<file path="config.mk">
export PLATFORM = sky130hd
export DESIGN_NAME = three_channel_window_average_scaler_core_flat
export DESIGN_NICKNAME = d
export VERILOG_FILES = /design/src/tcwas_pkg.sv /design/src/tcwas_if.sv /design/src/tcwas_hist_ram.sv /design/src/three_channel_window_average_scaler_core.sv /design/src/flat_wrapper.sv
export VERILOG_INCLUDE_DIRS = /design/src /design/src/src
export SDC_FILE = /design/constraint.sdc
export NUM_CORES = 2
export LEC_CHECK = 0
export BUFFER_PORTS_ARGS = -buffer_cell sky130_fd_sc_hd__buf_2
export CAP_MARGIN = 10
export CORE_ASPECT_RATIO = 0.6
export CORE_UTILIZATION = 53
export CTS_BUF_LIST = sky130_fd_sc_hd__clkbuf_4 sky130_fd_sc_hd__clkbuf_8
export CTS_CLUSTER_DIAMETER = 40
export DETAILED_ROUTE_END_ITERATION = 10
export GPL_ROUTABILITY_DRIVEN = 1
export PLACE_DENSITY_LB_ADDON = 0.15
export SLEW_MARGIN = 10
export SYNTH_ARGS = -nofsm -noshare
export SYNTH_HDL_FRONTEND = slang
export SYNTH_HIERARCHICAL = 1
export SYNTH_SLANG_ARGS = --single-unit
</file>
<file path="constraint.sdc">
create_clock -name i_clk -period 9.42 [get_ports i_clk]
set_clock_uncertainty 0.15 [all_clocks]
set_input_delay 0.471 -clock i_clk [delete_from_list [all_inputs] [get_ports i_clk]]
set_output_delay 0.471 -clock i_clk [all_outputs]
set_load 0.01 [all_outputs]
</file>
<file path="src/three_channel_window_average_scaler_core_defines.svh">
// Assertion macros used by the core RTL file of the window average scaler.
`ifndef THREE_CHANNEL_WINDOW_AVERAGE_SCALER_CORE_DEFINES_SVH
`define THREE_CHANNEL_WINDOW_AVERAGE_SCALER_CORE_DEFINES_SVH

// Same-cycle implication, disabled while reset is low.
`define TCWAS_ASSERT_IMP(label, clk, rst_n, ante, cons, msg) \
    label: assert property (@(posedge clk) disable iff (!(rst_n)) (ante) |-> (cons)) \
        else $error(msg);

// Next-cycle implication, disabled while reset is low.
`define TCWAS_ASSERT_NXT(label, clk, rst_n, ante, cons, msg) \
    label: assert property (@(posedge clk) disable iff (!(rst_n)) (ante) |=> (cons)) \
        else $error(msg);

`endif

</file>
<file path="src/tcwas_pkg.sv">
package tcwas_pkg;

    // Default parameter values.
    localparam int WINDOW_DEF      = 16;
    localparam int SAMPLE_BITS_DEF = 12;

    // Fixed field widths.
    localparam int GAIN_W    = 24;
    localparam int OFFSET_W  = 16;
    localparam int OUT_W     = 20;
    localparam int CFG_IDX_W = 2;
    localparam int CFG_W     = GAIN_W;

    // Fraction bits dropped after the gain multiply (Q8.16, and Q12.4 times Q8.16).
    localparam int VOLT_FRAC = 16;
    localparam int IOUT_FRAC = 20;

    // Fraction bits of the current mean before the offset subtract.
    localparam int IOUT_MEAN_FRAC = 4;

    localparam logic [OUT_W-1:0] OUT_MAX = {OUT_W{1'b1}};

    // Register indexes of the configuration port.
    localparam logic [CFG_IDX_W-1:0] CFG_VIN_GAIN    = 2'd0;
    localparam logic [CFG_IDX_W-1:0] CFG_IOUT_GAIN   = 2'd1;
    localparam logic [CFG_IDX_W-1:0] CFG_VOUT_GAIN   = 2'd2;
    localparam logic [CFG_IDX_W-1:0] CFG_IOUT_OFFSET = 2'd3;

    // Register reset values.
    localparam logic [GAIN_W-1:0]   GAIN_RESET   = 24'd65536;
    localparam logic [OFFSET_W-1:0] OFFSET_RESET = 16'd0;

endpackage

</file>
<file path="src/tcwas_if.sv">
interface tcwas_in_if #(
    parameter int SAMPLE_BITS = tcwas_pkg::SAMPLE_BITS_DEF
);
    logic                   valid;
    logic                   ready;
    logic [SAMPLE_BITS-1:0] sample_vin;
    logic [SAMPLE_BITS-1:0] sample_iout;
    logic [SAMPLE_BITS-1:0] sample_vout;

    modport source (output valid, output sample_vin, output sample_iout,
                    output sample_vout, input ready);
    modport sink   (input valid, input sample_vin, input sample_iout,
                    input sample_vout, output ready);
endinterface

interface tcwas_out_if;
    import tcwas_pkg::*;

    logic             valid;
    logic             ready;
    logic [OUT_W-1:0] vin_value;
    logic [OUT_W-1:0] iout_value;
    logic [OUT_W-1:0] vout_value;
    logic             iout_clamped;

    modport source (output valid, output vin_value, output iout_value,
                    output vout_value, output iout_clamped, input ready);
    modport sink   (input valid, input vin_value, input iout_value,
                    input vout_value, input iout_clamped, output ready);
endinterface

</file>
<file path="src/tcwas_hist_ram.sv">
module tcwas_hist_ram #(
    parameter int DEPTH = tcwas_pkg::WINDOW_DEF,
    parameter int WIDTH = 3 * tcwas_pkg::SAMPLE_BITS_DEF
) (
    input  logic                     i_clk,
    input  logic                     i_en,
    input  logic [$clog2(DEPTH)-1:0] i_addr,
    input  logic [WIDTH-1:0]         i_wdata,
    output logic [WIDTH-1:0]         o_rdata
);
    logic [WIDTH-1:0] r_mem [DEPTH];
    logic [WIDTH-1:0] r_rdata;

    // Read-before-write: the read returns the entry as it was before this write.
    always_ff @(posedge i_clk) begin
        if (i_en) begin
            r_rdata        <= r_mem[i_addr];
            r_mem[i_addr]  <= i_wdata;
        end
    end

    assign o_rdata = r_rdata;
endmodule

</file>
<file path="src/three_channel_window_average_scaler_core.sv">
// Three-channel window average scaler.
// i_in carries one set of three raw ADC samples per transfer (input voltage,
// output current, output voltage). o_out returns one result per accepted set:
// each channel's mean over the last WINDOW sets times its Q8.16 gain; the
// current mean is first reduced by the Q12.4 offset and clamped at zero, with
// iout_clamped set when that happens. Gains and the offset are written through
// the i_cfg_* port; the user must write them only while no transfer is in
// flight, as the block does not enforce it. The input transfer loads stage one
// beside the history RAM read; the running sum and mean, the gain multiply and
// the shift and saturate each follow in a registered stage up to o_out.valid.
// One set can be accepted every cycle unless a receiver stall has filled every
// stage; the single-port history RAM is read and written at the same address
// in the accept cycle, so one access per set sets that rate.
// Reset clears the sums, the write position, the gains to 1.0 and the offset
// to zero. The history RAM is not cleared: a fill flag makes entries read as
// zero until the window has wrapped once, so no clearing pass is needed.
// When the receiver stalls, the output register holds its result and the
// stages behind it keep filling, so up to three more sets are taken before
// i_in.ready drops.
`include "three_channel_window_average_scaler_core_defines.svh"

module three_channel_window_average_scaler_core #(
    parameter int WINDOW      = tcwas_pkg::WINDOW_DEF,
    parameter int SAMPLE_BITS = tcwas_pkg::SAMPLE_BITS_DEF
) (
    input  logic                                  i_clk,
    input  logic                                  i_rst_n,
    input  logic                                  i_cfg_we,
    input  logic [tcwas_pkg::CFG_IDX_W-1:0]       i_cfg_idx,
    input  logic [tcwas_pkg::CFG_W-1:0]           i_cfg_data,
    tcwas_in_if.sink                              i_in,
    tcwas_out_if.source                           o_out
);
    import tcwas_pkg::*;

    localparam int SB    = SAMPLE_BITS;
    localparam int SH    = $clog2(WINDOW);
    localparam int SW    = SB + SH;
    localparam int MW    = SB + IOUT_MEAN_FRAC;
    localparam int DW    = (MW > OFFSET_W) ? MW : OFFSET_W;
    localparam int PV    = SB + GAIN_W;
    localparam int PI    = DW + GAIN_W;
    localparam int RAM_W = 3 * SB;
    localparam logic [SH-1:0] POS_LAST = SH'(WINDOW - 1);

    // Configuration registers.
    logic [GAIN_W-1:0]   r_vin_gain;
    logic [GAIN_W-1:0]   r_iout_gain;
    logic [GAIN_W-1:0]   r_vout_gain;
    logic [OFFSET_W-1:0] r_iout_offset;

    always_ff @(posedge i_clk) begin
        if (!i_rst_n) begin
            r_vin_gain    <= GAIN_RESET;
            r_iout_gain   <= GAIN_RESET;
            r_vout_gain   <= GAIN_RESET;
            r_iout_offset <= OFFSET_RESET;
        end else if (i_cfg_we) begin
            unique case (i_cfg_idx)
                CFG_VIN_GAIN:    r_vin_gain    <= i_cfg_data;
                CFG_IOUT_GAIN:   r_iout_gain   <= i_cfg_data;
                CFG_VOUT_GAIN:   r_vout_gain   <= i_cfg_data;
                CFG_IOUT_OFFSET: r_iout_offset <= i_cfg_data[OFFSET_W-1:0];
                default: ;
            endcase
        end
    end

    // Stage enables. Each stage moves when it is empty or the next one moves,
    // so bubbles collapse and the input is held off only when every stage
    // holds a set.
    logic r_v1, r_v2, r_v3, r_vo;
    logic en1, en2, en3, en_o, accept;

    assign en_o   = !r_vo || o_out.ready;
    assign en3    = !r_v3 || en_o;
    assign en2    = !r_v2 || en3;
    assign en1    = !r_v1 || en2;
    assign accept = i_in.valid && en1;
    assign i_in.ready = en1;

    always_ff @(posedge i_clk) begin
        if (!i_rst_n) begin
            r_v1 <= 1'b0;
            r_v2 <= 1'b0;
            r_v3 <= 1'b0;
            r_vo <= 1'b0;
        end else begin
            if (en1)  r_v1 <= accept;
            if (en2)  r_v2 <= r_v1;
            if (en3)  r_v3 <= r_v2;
            if (en_o) r_vo <= r_v3;
        end
    end

    // Circular write position and fill flag. Until the window has wrapped once
    // the entry being replaced was never written and counts as zero.
    logic [SH-1:0] r_wr_pos;
    logic          r_full;

    always_ff @(posedge i_clk) begin
        if (!i_rst_n) begin
            r_wr_pos <= '0;
            r_full   <= 1'b0;
        end else if (accept) begin
            r_wr_pos <= r_wr_pos + 1'b1;
            if (r_wr_pos == POS_LAST) begin
                r_full <= 1'b1;
            end
        end
    end

    // History RAM: one word holds the three samples of one set.
    logic [RAM_W-1:0] ram_rdata;

    tcwas_hist_ram #(
        .DEPTH (WINDOW),
        .WIDTH (RAM_W)
    ) u_hist_ram (
        .i_clk   (i_clk),
        .i_en    (accept),
        .i_addr  (r_wr_pos),
        .i_wdata ({i_in.sample_vout, i_in.sample_iout, i_in.sample_vin}),
        .o_rdata (ram_rdata)
    );

    // Stage 1: new samples wait beside the RAM read of the entry they replace.
    logic [SB-1:0] r_s1_vin, r_s1_iout, r_s1_vout;
    logic          r_s1_old_ok;

    always_ff @(posedge i_clk) begin
        if (en1) begin
            r_s1_vin    <= i_in.sample_vin;
            r_s1_iout   <= i_in.sample_iout;
            r_s1_vout   <= i_in.sample_vout;
            r_s1_old_ok <= r_full;
        end
    end

    logic [SB-1:0] old_vin, old_iout, old_vout;

    assign old_vin  = r_s1_old_ok ? ram_rdata[SB-1:0]      : '0;
    assign old_iout = r_s1_old_ok ? ram_rdata[2*SB-1:SB]   : '0;
    assign old_vout = r_s1_old_ok ? ram_rdata[3*SB-1:2*SB] : '0;

    // Running sums, updated once per set as it leaves stage 1.
    logic [SW-1:0] r_sum_vin, r_sum_iout, r_sum_vout;
    logic [SW-1:0] n_sum_vin, n_sum_iout, n_sum_vout;

    assign n_sum_vin  = r_sum_vin  - SW'(old_vin)  + SW'(r_s1_vin);
    assign n_sum_iout = r_sum_iout - SW'(old_iout) + SW'(r_s1_iout);
    assign n_sum_vout = r_sum_vout - SW'(old_vout) + SW'(r_s1_vout);

    always_ff @(posedge i_clk) begin
        if (!i_rst_n) begin
            r_sum_vin  <= '0;
            r_sum_iout <= '0;
            r_sum_vout <= '0;
        end else if (en2 && r_v1) begin
            r_sum_vin  <= n_sum_vin;
            r_sum_iout <= n_sum_iout;
            r_sum_vout <= n_sum_vout;
        end
    end

    // Means. The current mean keeps four fraction bits to line up with the
    // Q12.4 offset; a negative difference is forced to zero and flagged.
    logic [SW+IOUT_MEAN_FRAC-1:0] iout_sum_q4;
    logic [MW-1:0]                mean_iout_q4;
    logic [DW-1:0]                mean_iout_ext, offset_ext;
    logic                         iout_neg;

    assign iout_sum_q4   = {n_sum_iout, {IOUT_MEAN_FRAC{1'b0}}};
    assign mean_iout_q4  = MW'(iout_sum_q4 >> SH);
    assign mean_iout_ext = DW'(mean_iout_q4);
    assign offset_ext    = DW'(r_iout_offset);
    assign iout_neg      = mean_iout_ext < offset_ext;

    logic [SB-1:0] r_m2_vin, r_m2_vout;
    logic [DW-1:0] r_d2_iout;
    logic          r_f2;

    always_ff @(posedge i_clk) begin
        if (en2) begin
            r_m2_vin  <= SB'(n_sum_vin >> SH);
            r_m2_vout <= SB'(n_sum_vout >> SH);
            r_d2_iout <= iout_neg ? '0 : (mean_iout_ext - offset_ext);
            r_f2      <= iout_neg;
        end
    end

    // Stage 3: one gain multiply per channel.
    logic [PV-1:0] r_p3_vin, r_p3_vout;
    logic [PI-1:0] r_p3_iout;
    logic          r_f3;

    always_ff @(posedge i_clk) begin
        if (en3) begin
            r_p3_vin  <= PV'(r_m2_vin)  * PV'(r_vin_gain);
            r_p3_vout <= PV'(r_m2_vout) * PV'(r_vout_gain);
            r_p3_iout <= PI'(r_d2_iout) * PI'(r_iout_gain);
            r_f3      <= r_f2;
        end
    end

    // Output stage: drop the fraction bits and saturate to the field width.
    logic [PV-1:0] scaled_vin, scaled_vout;
    logic [PI-1:0] scaled_iout;

    assign scaled_vin  = r_p3_vin  >> VOLT_FRAC;
    assign scaled_vout = r_p3_vout >> VOLT_FRAC;
    assign scaled_iout = r_p3_iout >> IOUT_FRAC;

    logic [OUT_W-1:0] r_vin_value, r_iout_value, r_vout_value;
    logic             r_iout_clamped;

    always_ff @(posedge i_clk) begin
        if (en_o) begin
            r_vin_value    <= (scaled_vin > PV'(OUT_MAX)) ? OUT_MAX
                                                          : scaled_vin[OUT_W-1:0];
            r_vout_value   <= (scaled_vout > PV'(OUT_MAX)) ? OUT_MAX
                                                           : scaled_vout[OUT_W-1:0];
            r_iout_value   <= (scaled_iout > PI'(OUT_MAX)) ? OUT_MAX
                                                           : scaled_iout[OUT_W-1:0];
            r_iout_clamped <= r_f3;
        end
    end

    assign o_out.valid        = r_vo;
    assign o_out.vin_value    = r_vin_value;
    assign o_out.iout_value   = r_iout_value;
    assign o_out.vout_value   = r_vout_value;
    assign o_out.iout_clamped = r_iout_clamped;

    // A clamped current result always carries a zero value.
    `TCWAS_ASSERT_IMP(a_clamp_zero, i_clk, i_rst_n,
                      o_out.valid && o_out.iout_clamped, o_out.iout_value == '0,
                      "clamped current result is not zero")

    // Input is held off only when every stage holds a set.
    `TCWAS_ASSERT_IMP(a_ready_full, i_clk, i_rst_n,
                      !i_in.ready, r_v1 && r_v2 && r_v3 && r_vo,
                      "input stalled with an empty stage")

    // Accepting into the last window slot marks the history as filled.
    `TCWAS_ASSERT_NXT(a_fill_set, i_clk, i_rst_n,
                      accept && (r_wr_pos == POS_LAST), r_full,
                      "fill flag not set after window wrap")

    // Once filled, the history stays filled until reset.
    `TCWAS_ASSERT_NXT(a_fill_hold, i_clk, i_rst_n, r_full, r_full,
                      "fill flag dropped without reset")

endmodule
</file>
<file path="src/flat_wrapper.sv">
// flat-port wrapper written by rule: the top's interface ports become plain ports
module three_channel_window_average_scaler_core_flat import tcwas_pkg::*;
#(
    parameter int WINDOW      = tcwas_pkg::WINDOW_DEF,
    parameter int SAMPLE_BITS = tcwas_pkg::SAMPLE_BITS_DEF
)
  (i_clk, i_rst_n, i_cfg_we, i_cfg_idx, i_cfg_data, i_in_valid, i_in_sample_vin, i_in_sample_iout, i_in_sample_vout, i_in_ready, o_out_valid, o_out_vin_value, o_out_iout_value, o_out_vout_value, o_out_iout_clamped, o_out_ready);
  tcwas_in_if #(.SAMPLE_BITS(SAMPLE_BITS)) i_in_i ();
  tcwas_out_if o_out_i ();
  input  logic i_clk;
  input  logic i_rst_n;
  input  logic i_cfg_we;
  input  logic [tcwas_pkg::CFG_IDX_W-1:0] i_cfg_idx;
  input  logic [tcwas_pkg::CFG_W-1:0] i_cfg_data;
  input wire logic [$bits(i_in_i.valid)-1:0] i_in_valid;
  input wire logic [$bits(i_in_i.sample_vin)-1:0] i_in_sample_vin;
  input wire logic [$bits(i_in_i.sample_iout)-1:0] i_in_sample_iout;
  input wire logic [$bits(i_in_i.sample_vout)-1:0] i_in_sample_vout;
  output wire logic [$bits(i_in_i.ready)-1:0] i_in_ready;
  output wire logic [$bits(o_out_i.valid)-1:0] o_out_valid;
  output wire logic [$bits(o_out_i.vin_value)-1:0] o_out_vin_value;
  output wire logic [$bits(o_out_i.iout_value)-1:0] o_out_iout_value;
  output wire logic [$bits(o_out_i.vout_value)-1:0] o_out_vout_value;
  output wire logic [$bits(o_out_i.iout_clamped)-1:0] o_out_iout_clamped;
  input wire logic [$bits(o_out_i.ready)-1:0] o_out_ready;
  assign i_in_i.valid = i_in_valid;
  assign i_in_i.sample_vin = i_in_sample_vin;
  assign i_in_i.sample_iout = i_in_sample_iout;
  assign i_in_i.sample_vout = i_in_sample_vout;
  assign i_in_ready = i_in_i.ready;
  assign o_out_valid = o_out_i.valid;
  assign o_out_vin_value = o_out_i.vin_value;
  assign o_out_iout_value = o_out_i.iout_value;
  assign o_out_vout_value = o_out_i.vout_value;
  assign o_out_iout_clamped = o_out_i.iout_clamped;
  assign o_out_i.ready = o_out_ready;
  three_channel_window_average_scaler_core #(.WINDOW(WINDOW), .SAMPLE_BITS(SAMPLE_BITS)) u_core (.i_clk(i_clk), .i_rst_n(i_rst_n), .i_cfg_we(i_cfg_we), .i_cfg_idx(i_cfg_idx), .i_cfg_data(i_cfg_data), .i_in(i_in_i), .o_out(o_out_i));
endmodule
</file>
# Word-level counts from Yosys, hierarchy flattened
# Memories as Yosys holds them, arrays and structs flattened. A register that Yosys moved wholly into a read port is not among the register bits.
# Index checks and enable logic that the tools add are counted.
# word_totals
mem_bits_ro	0
latch_bits	0
n_memories	1
regBits	397
ram_bits	576
word_cells	70
out_inout_bits	63
input_bits	67
# op_classes
div	0
mul	3
muxes	5
n_bitwise	0
order_cmp	4
addsub	8
n_eq_ne	4
reduce_logical	16
n_shift	0
# memory_table
memory	words	width	rd	rd_clocked_by_memory_dff	wr	line_no	source
u_core.u_hist_ram.r_mem	16	36	1	1	1	tcwas_hist_ram.sv:11	logic [WIDTH-1:0] r_mem [DEPTH];
# ops
operator	count
multiplier 12 x 24 -> 36 bit	2
greater-than comparator 20 bit (second input constant)	3
adder 16 x 12 -> 16 bit	3
subtractor 16 x 12 -> 16 bit	3
multiplier 16 x 24 -> 40 bit	1
two-way mux 12 bit	3
< comparator 16 bit	1
subtractor 16 bit	1
AND reduction 2 bit	5
adder 4 x 1 -> 4 bit (second input constant)	1
equality test 2 bit (second input constant)	2
equality test 4 bit (second input constant)	1
logical NOT 1 bit	4
logical OR 1 bit	4
equality test 2 x 1 -> 1 bit (second input constant)	1
logical AND 1 bit	2
logical NOT 2 bit	1
two-way mux 1 bit	2

# Depth between registers and ports, before layout
# logic_depth
depth_word	8
ltp_mapped	25
ltp_nobuf	24

# By module
# Netlist, hierarchy kept.
# modules_own_cells
mod	seq_area_each_um2	area_per_inst_um2	instances	cells_each
three_channel_window_average_scaler_core	8908.5	43499.2	1	4650
tcwas_hist_ram	18377.6	22705.5	1	940

# Least setup slack after synthesis
# OpenSTA, ideal clock, no wires.
# synth_path
path_kind	reg2reg
from	register u_core.r_d2_iout[1]
to	register u_core.r_p3_iout[39] (data pin)
path_stages_with_launch	25
period_less_slack_ns	6.649
setup_ns	0.266
setup_slack_ns	2.771
path_buffers	1
arrival_time_ns	6.233
required_ns	9.004
path_cell_list	edfxtp_1 clkbuf_1 nand2_1 fa_1 inv_1 fa_1 inv_1 fa_1 inv_1 fa_1 fa_1 inv_1 fa_1 inv_1 ha_1 a21o_1 a221o_1 a2111oi_0 o21ai_0 o211ai_1 a21boi_0 a21oi_1 o21ai_0 o41ai_1 xnor2_1
# synth_between
elab_chain_cells	1
# synth_lines
item	line_no	source
start, declared	three_channel_window_average_scaler_core.sv:180	logic [DW-1:0] r_d2_iout;
start signal, assigned	three_channel_window_average_scaler_core.sv:187	r_d2_iout <= iout_neg ? '0 : (mean_iout_ext - offset_ext);
multiplier 16 x 24 -> 40 bit	three_channel_window_average_scaler_core.sv:201	r_p3_iout <= PI'(r_d2_iout) * PI'(r_iout_gain);
end signal, assigned	three_channel_window_average_scaler_core.sv:201	
end, declared	three_channel_window_average_scaler_core.sv:194	logic [PI-1:0] r_p3_iout;
# No other way between the ends.
# A chain may end at the register's enable or synchronous reset.

# Final worst setup path
# layout_path
from	register u_core.r_d2_iout[7]
to	register u_core.r_p3_iout[39] (data pin)
# The elaborated chain is that of the path after synthesis.

==> results.json <==
{
  "run_status": "complete, no violations",
  "coreArea_sq_um": 124000,
  "first_global_vias": 41700,
  "core.rowCount": 100,
  "worstSetupPathType": "flop to flop",
  "drt_drc_violations_left": 0,
  "finalSetupViolations": 0,
  "count_of_flip_flops_with_a_built_in_enable_after_synthesis": 812,
  "insertion_delay_ns": 0.89,
  "period_minus_slack_ns": 7.83,
  "die_h_um": 276,
  "post-place-cells": 7140,
  "grt_start_max_net_pins": 80,
  "slew_headroom_pct": 16.9,
  "synth_common_cells": "sky130_fd_sc_hd__nand2_1 (958), sky130_fd_sc_hd__inv_1 (948), sky130_fd_sc_hd__edfxtp_1 (812), sky130_fd_sc_hd__fa_1 (780), sky130_fd_sc_hd__and2_1 (354)",
  "netlist-cell-type-count": 69,
  "rsz0062_at_grt": "false",
  "avgRoutedWirePerCell_um": 21.5,
  "cts-buffers-inserted": 152,
  "clock_tree_from_tritoncts": "done",
  "synth.yosys.warnings": 6,
  "syn-mean-instance-area_sq_um": 11.8,
  "initial_core_utilization_pct": 53.4,
  "fin_util_pct": 58.2,
  "drt-vias-per-instance": 5.45,
  "final-max-slew-violation-count": 0,
  "post_route_cells_drive_above_1_share_pct": 10.9,
  "initialDrtViolationCount": 3505,
  "dominantRegCellSynth": "sky130_fd_sc_hd__edfxtp_1",
  "mappedNetlistArea_sq_um": 66200,
  "most_numerous_cell_in_the_yosys_netlist": "sky130_fd_sc_hd__nand2_1",
  "grt_pass1_wl_um": 253000,
  "cp_max_fo": 24,
  "clock_tree.root_cell": "sky130_fd_sc_hd__clkbuf_8",
  "min_path_type": "flop to flop",
  "fp.dieArea_sq_um": 126000,
  "maxCapViolCount": 0,
  "fin_nets": 6838,
  "detailedRoute.firstPassIterationCount": 6,
  "irDropWorstVdd_mv": 0.153,
  "antenna_found_initial": 2,
  "dpl.hpwl_um": 112000,
  "clock_path_buffers": 3,
  "wl_um": 161000,
  "die-width_um": 458,
  "setup_tns_ns": 0,
  "overflow": 0,
  "fin_worst_hold_slack_ns": 0.267,
  "critPathRequiredTime_ns": 9.87,
  "synth-seq-cells": 957,
  "finalCritPeriodShare_pct": 83.1,
  "cp_data_arrival_time_ns": 8.28,
  "number_of_instances_in_the_synthesized_netlist": 5590,
  "synth_top_cell_by_area": "sky130_fd_sc_hd__edfxtp_1",
  "port-buffer-count": 129,
  "antenna_left": 0,
  "synth_top_cells_by_area": "sky130_fd_sc_hd__edfxtp_1 (37%), sky130_fd_sc_hd__fa_1 (24%), sky130_fd_sc_hd__ha_1 (5.9%), sky130_fd_sc_hd__nand2_1 (5.4%), sky130_fd_sc_hd__inv_1 (5.4%)",
  "layout-area-overhead-vs-synth_pct": 8.92,
  "end_kind": "flop",
  "yosysSeqAreaShare_pct": 41.2,
  "worst_setup_path_start_kind": "flop",
  "worstMarginPinSlew_ns": 1.25,
  "pin_count": 130,
  "cts.clk_slew.worst_paths_ns": 0.06,
  "final_hold_viol_count": 0,
  "dr_total_vias": 40800,
  "leakagePower_nw": 29.6,
  "global_route.usage.total_pct": 26.6,
  "clock_sink_count": 957,
  "power_density_nw_per_um2": 200,
  "max_clock_freq_ghz": 0.128,
  "post_layout_nonfiller_instances": 7491,
  "globalplace.congestion": 0.914,
  "netlist.area_leader.share_pct": 36.8,
  "synthArstFlopShare_pct": 0,
  "synth_nets": 6751,
  "cts-htree-levels": 4,
  "report.power.total_w": 0.0144
}
-- logic make-up (layout without fill, tap and decap cells) --
family                     Yosys count  after routing  share of synthesized area, %
muxes                              147            147                          4.94
AOI/OAI and AO/OA                  446            446                          4.72
buffers and inverters             1264           1479                          7.31
DFF                                957            957                          41.2
and+or+nand+nor                   1569           1569                          10.8
other                                0              3                             0
xor gates and xnor gates           113            113                          1.49
adders and majority gates         1094           1094                          29.5
-- what timing repair did --
action,CTS,global route
setup endpoints to repair,0,0
hold buffers,66,0
resized for setup,0,0
setup buffers,0,0
hold endpoints to repair,714,0
-- final timing paths --
path	to	start	slack (ns)	cells after the start
hold / removal	u_core/o_out.iout_value[6]	u_core/r_p3_iout[26]	0.27	0
setup / recovery	u_core/r_p3_iout[39]	u_core/r_d2_iout[7]	1.59	23
hold reg to reg	u_core/o_out.iout_value[6]	u_core/r_p3_iout[26]	0.27	0
setup reg to reg	u_core/r_p3_iout[39]	u_core/r_d2_iout[7]	1.59	23
-- critical path, stage by stage (launching register included) --
cell                        delay [ns]
sky130_fd_sc_hd__edfxtp_1         0.92
sky130_fd_sc_hd__nand2_1          0.18
sky130_fd_sc_hd__fa_1             0.58
sky130_fd_sc_hd__inv_1            0.05
sky130_fd_sc_hd__fa_1             0.50
sky130_fd_sc_hd__inv_1            0.06
sky130_fd_sc_hd__fa_1             0.59
sky130_fd_sc_hd__inv_1            0.07
sky130_fd_sc_hd__fa_1             0.39
sky130_fd_sc_hd__fa_1             0.51
sky130_fd_sc_hd__inv_1            0.05
sky130_fd_sc_hd__fa_1             0.47
sky130_fd_sc_hd__inv_1            0.04
sky130_fd_sc_hd__ha_1             0.30
sky130_fd_sc_hd__a21o_1           0.17
sky130_fd_sc_hd__a221o_1          0.30
sky130_fd_sc_hd__a2111oi_0        0.24
sky130_fd_sc_hd__o21ai_0          0.22
sky130_fd_sc_hd__o211ai_1         0.28
sky130_fd_sc_hd__a21boi_0         0.30
sky130_fd_sc_hd__a21oi_1          0.49
sky130_fd_sc_hd__o21ai_0          0.24
sky130_fd_sc_hd__o41ai_1          0.36
sky130_fd_sc_hd__xnor2_1          0.10
-- area by class of cell --
class	instances	area, sq um
Antenna cell	3	7.51
Clock inverter	83	693
Multi-Input combinational cell	3369	34200
Fill cell	10200	51900
Sequential cell	957	27300
Timing Repair Buffer	249	1710
Clock buffer	199	2490
Tap cell	1683	2110
Inverter	948	3560
-- state kept, by name (all words and copies together), names as in the netlist, 4 cells and up --
name / cells
u_core/o_out.iout_value: 20
u_core/r_sum_vin: 16
u_core/r_p3_vin: 20
u_core/r_vout_gain: 24
u_core/r_vin_gain: 24
u_core/r_d2_iout: 16
u_core/r_p3_vout: 20
u_core/u_hist_ram/o_rdata: 36
u_core/offset_ext: 16
u_core/o_out.vout_value: 20
u_core/r_s1_iout: 12
u_core/r_wr_pos: 4
u_core/r_m2_vout: 12
u_core/r_sum_vout: 16
u_core/r_s1_vin: 12
u_core/o_out.vin_value: 20
u_core/r_s1_vout: 12
u_core/r_iout_gain: 24
u_core/u_hist_ram/r_mem: 576
u_core/r_p3_iout: 20
u_core/r_m2_vin: 12
u_core/r_sum_iout: 16
-- layout by cell type, fill, tap and decap left out, types with 27 or more instances in the layout --
master and count:
sky130_fd_sc_hd__nand2_1 956, sky130_fd_sc_hd__inv_1 946, sky130_fd_sc_hd__edfxtp_1 812, sky130_fd_sc_hd__fa_1 780, sky130_fd_sc_hd__and2_1 352, sky130_fd_sc_hd__ha_1 314, sky130_fd_sc_hd__clkbuf_8 160, sky130_fd_sc_hd__mux4_2 144
sky130_fd_sc_hd__dfxtp_1 143, sky130_fd_sc_hd__buf_2 128, sky130_fd_sc_hd__a21boi_0 125, sky130_fd_sc_hd__nor2_1 81, sky130_fd_sc_hd__xnor2_1 74, sky130_fd_sc_hd__a21oi_1 72, sky130_fd_sc_hd__a22oi_1 72, sky130_fd_sc_hd__dlygate4sd3_1 66
sky130_fd_sc_hd__buf_4 55, sky130_fd_sc_hd__o21ai_0 43, sky130_fd_sc_hd__a21o_1 40, sky130_fd_sc_hd__clkbuf_4 39, sky130_fd_sc_hd__xor2_1 39, sky130_fd_sc_hd__nor2b_1 30, sky130_fd_sc_hd__nor3_1 30, sky130_fd_sc_hd__clkinv_1 29
sky130_fd_sc_hd__nand3_1 27
-- metal layers --
layer  global-route usage (%)  part of all wire [%]  routed length [um]  up-vias
met4                     6.75                   2.0                3180        0
met2                     35.5                    40               64000     1706
met3                     7.37                    10               16500      204
met1                     42.2                    48               77700    20700
met5                        0                     0                   0        -
li1                         -                     -                   -    18200
-- report_power, final --
group	internal, W	switching, W	total, W
Clock	0.00192	0.00182	0.00374
Combinational	0.00194	0.00278	0.00472
Sequential	0.00518	0.000794	0.00598
-- stage by stage --
step / setup slack (ns) / instance area [sq um]
after floorplan: 2.77 / 66200
after global placement: 1.75 / 68300
after detailed placement: 1.62 / 68300
after CTS: 1.61 / 72100
after global routing: 1.12 / 72100
final: 1.59 / 72100
(Power assumes the default switching activity.)
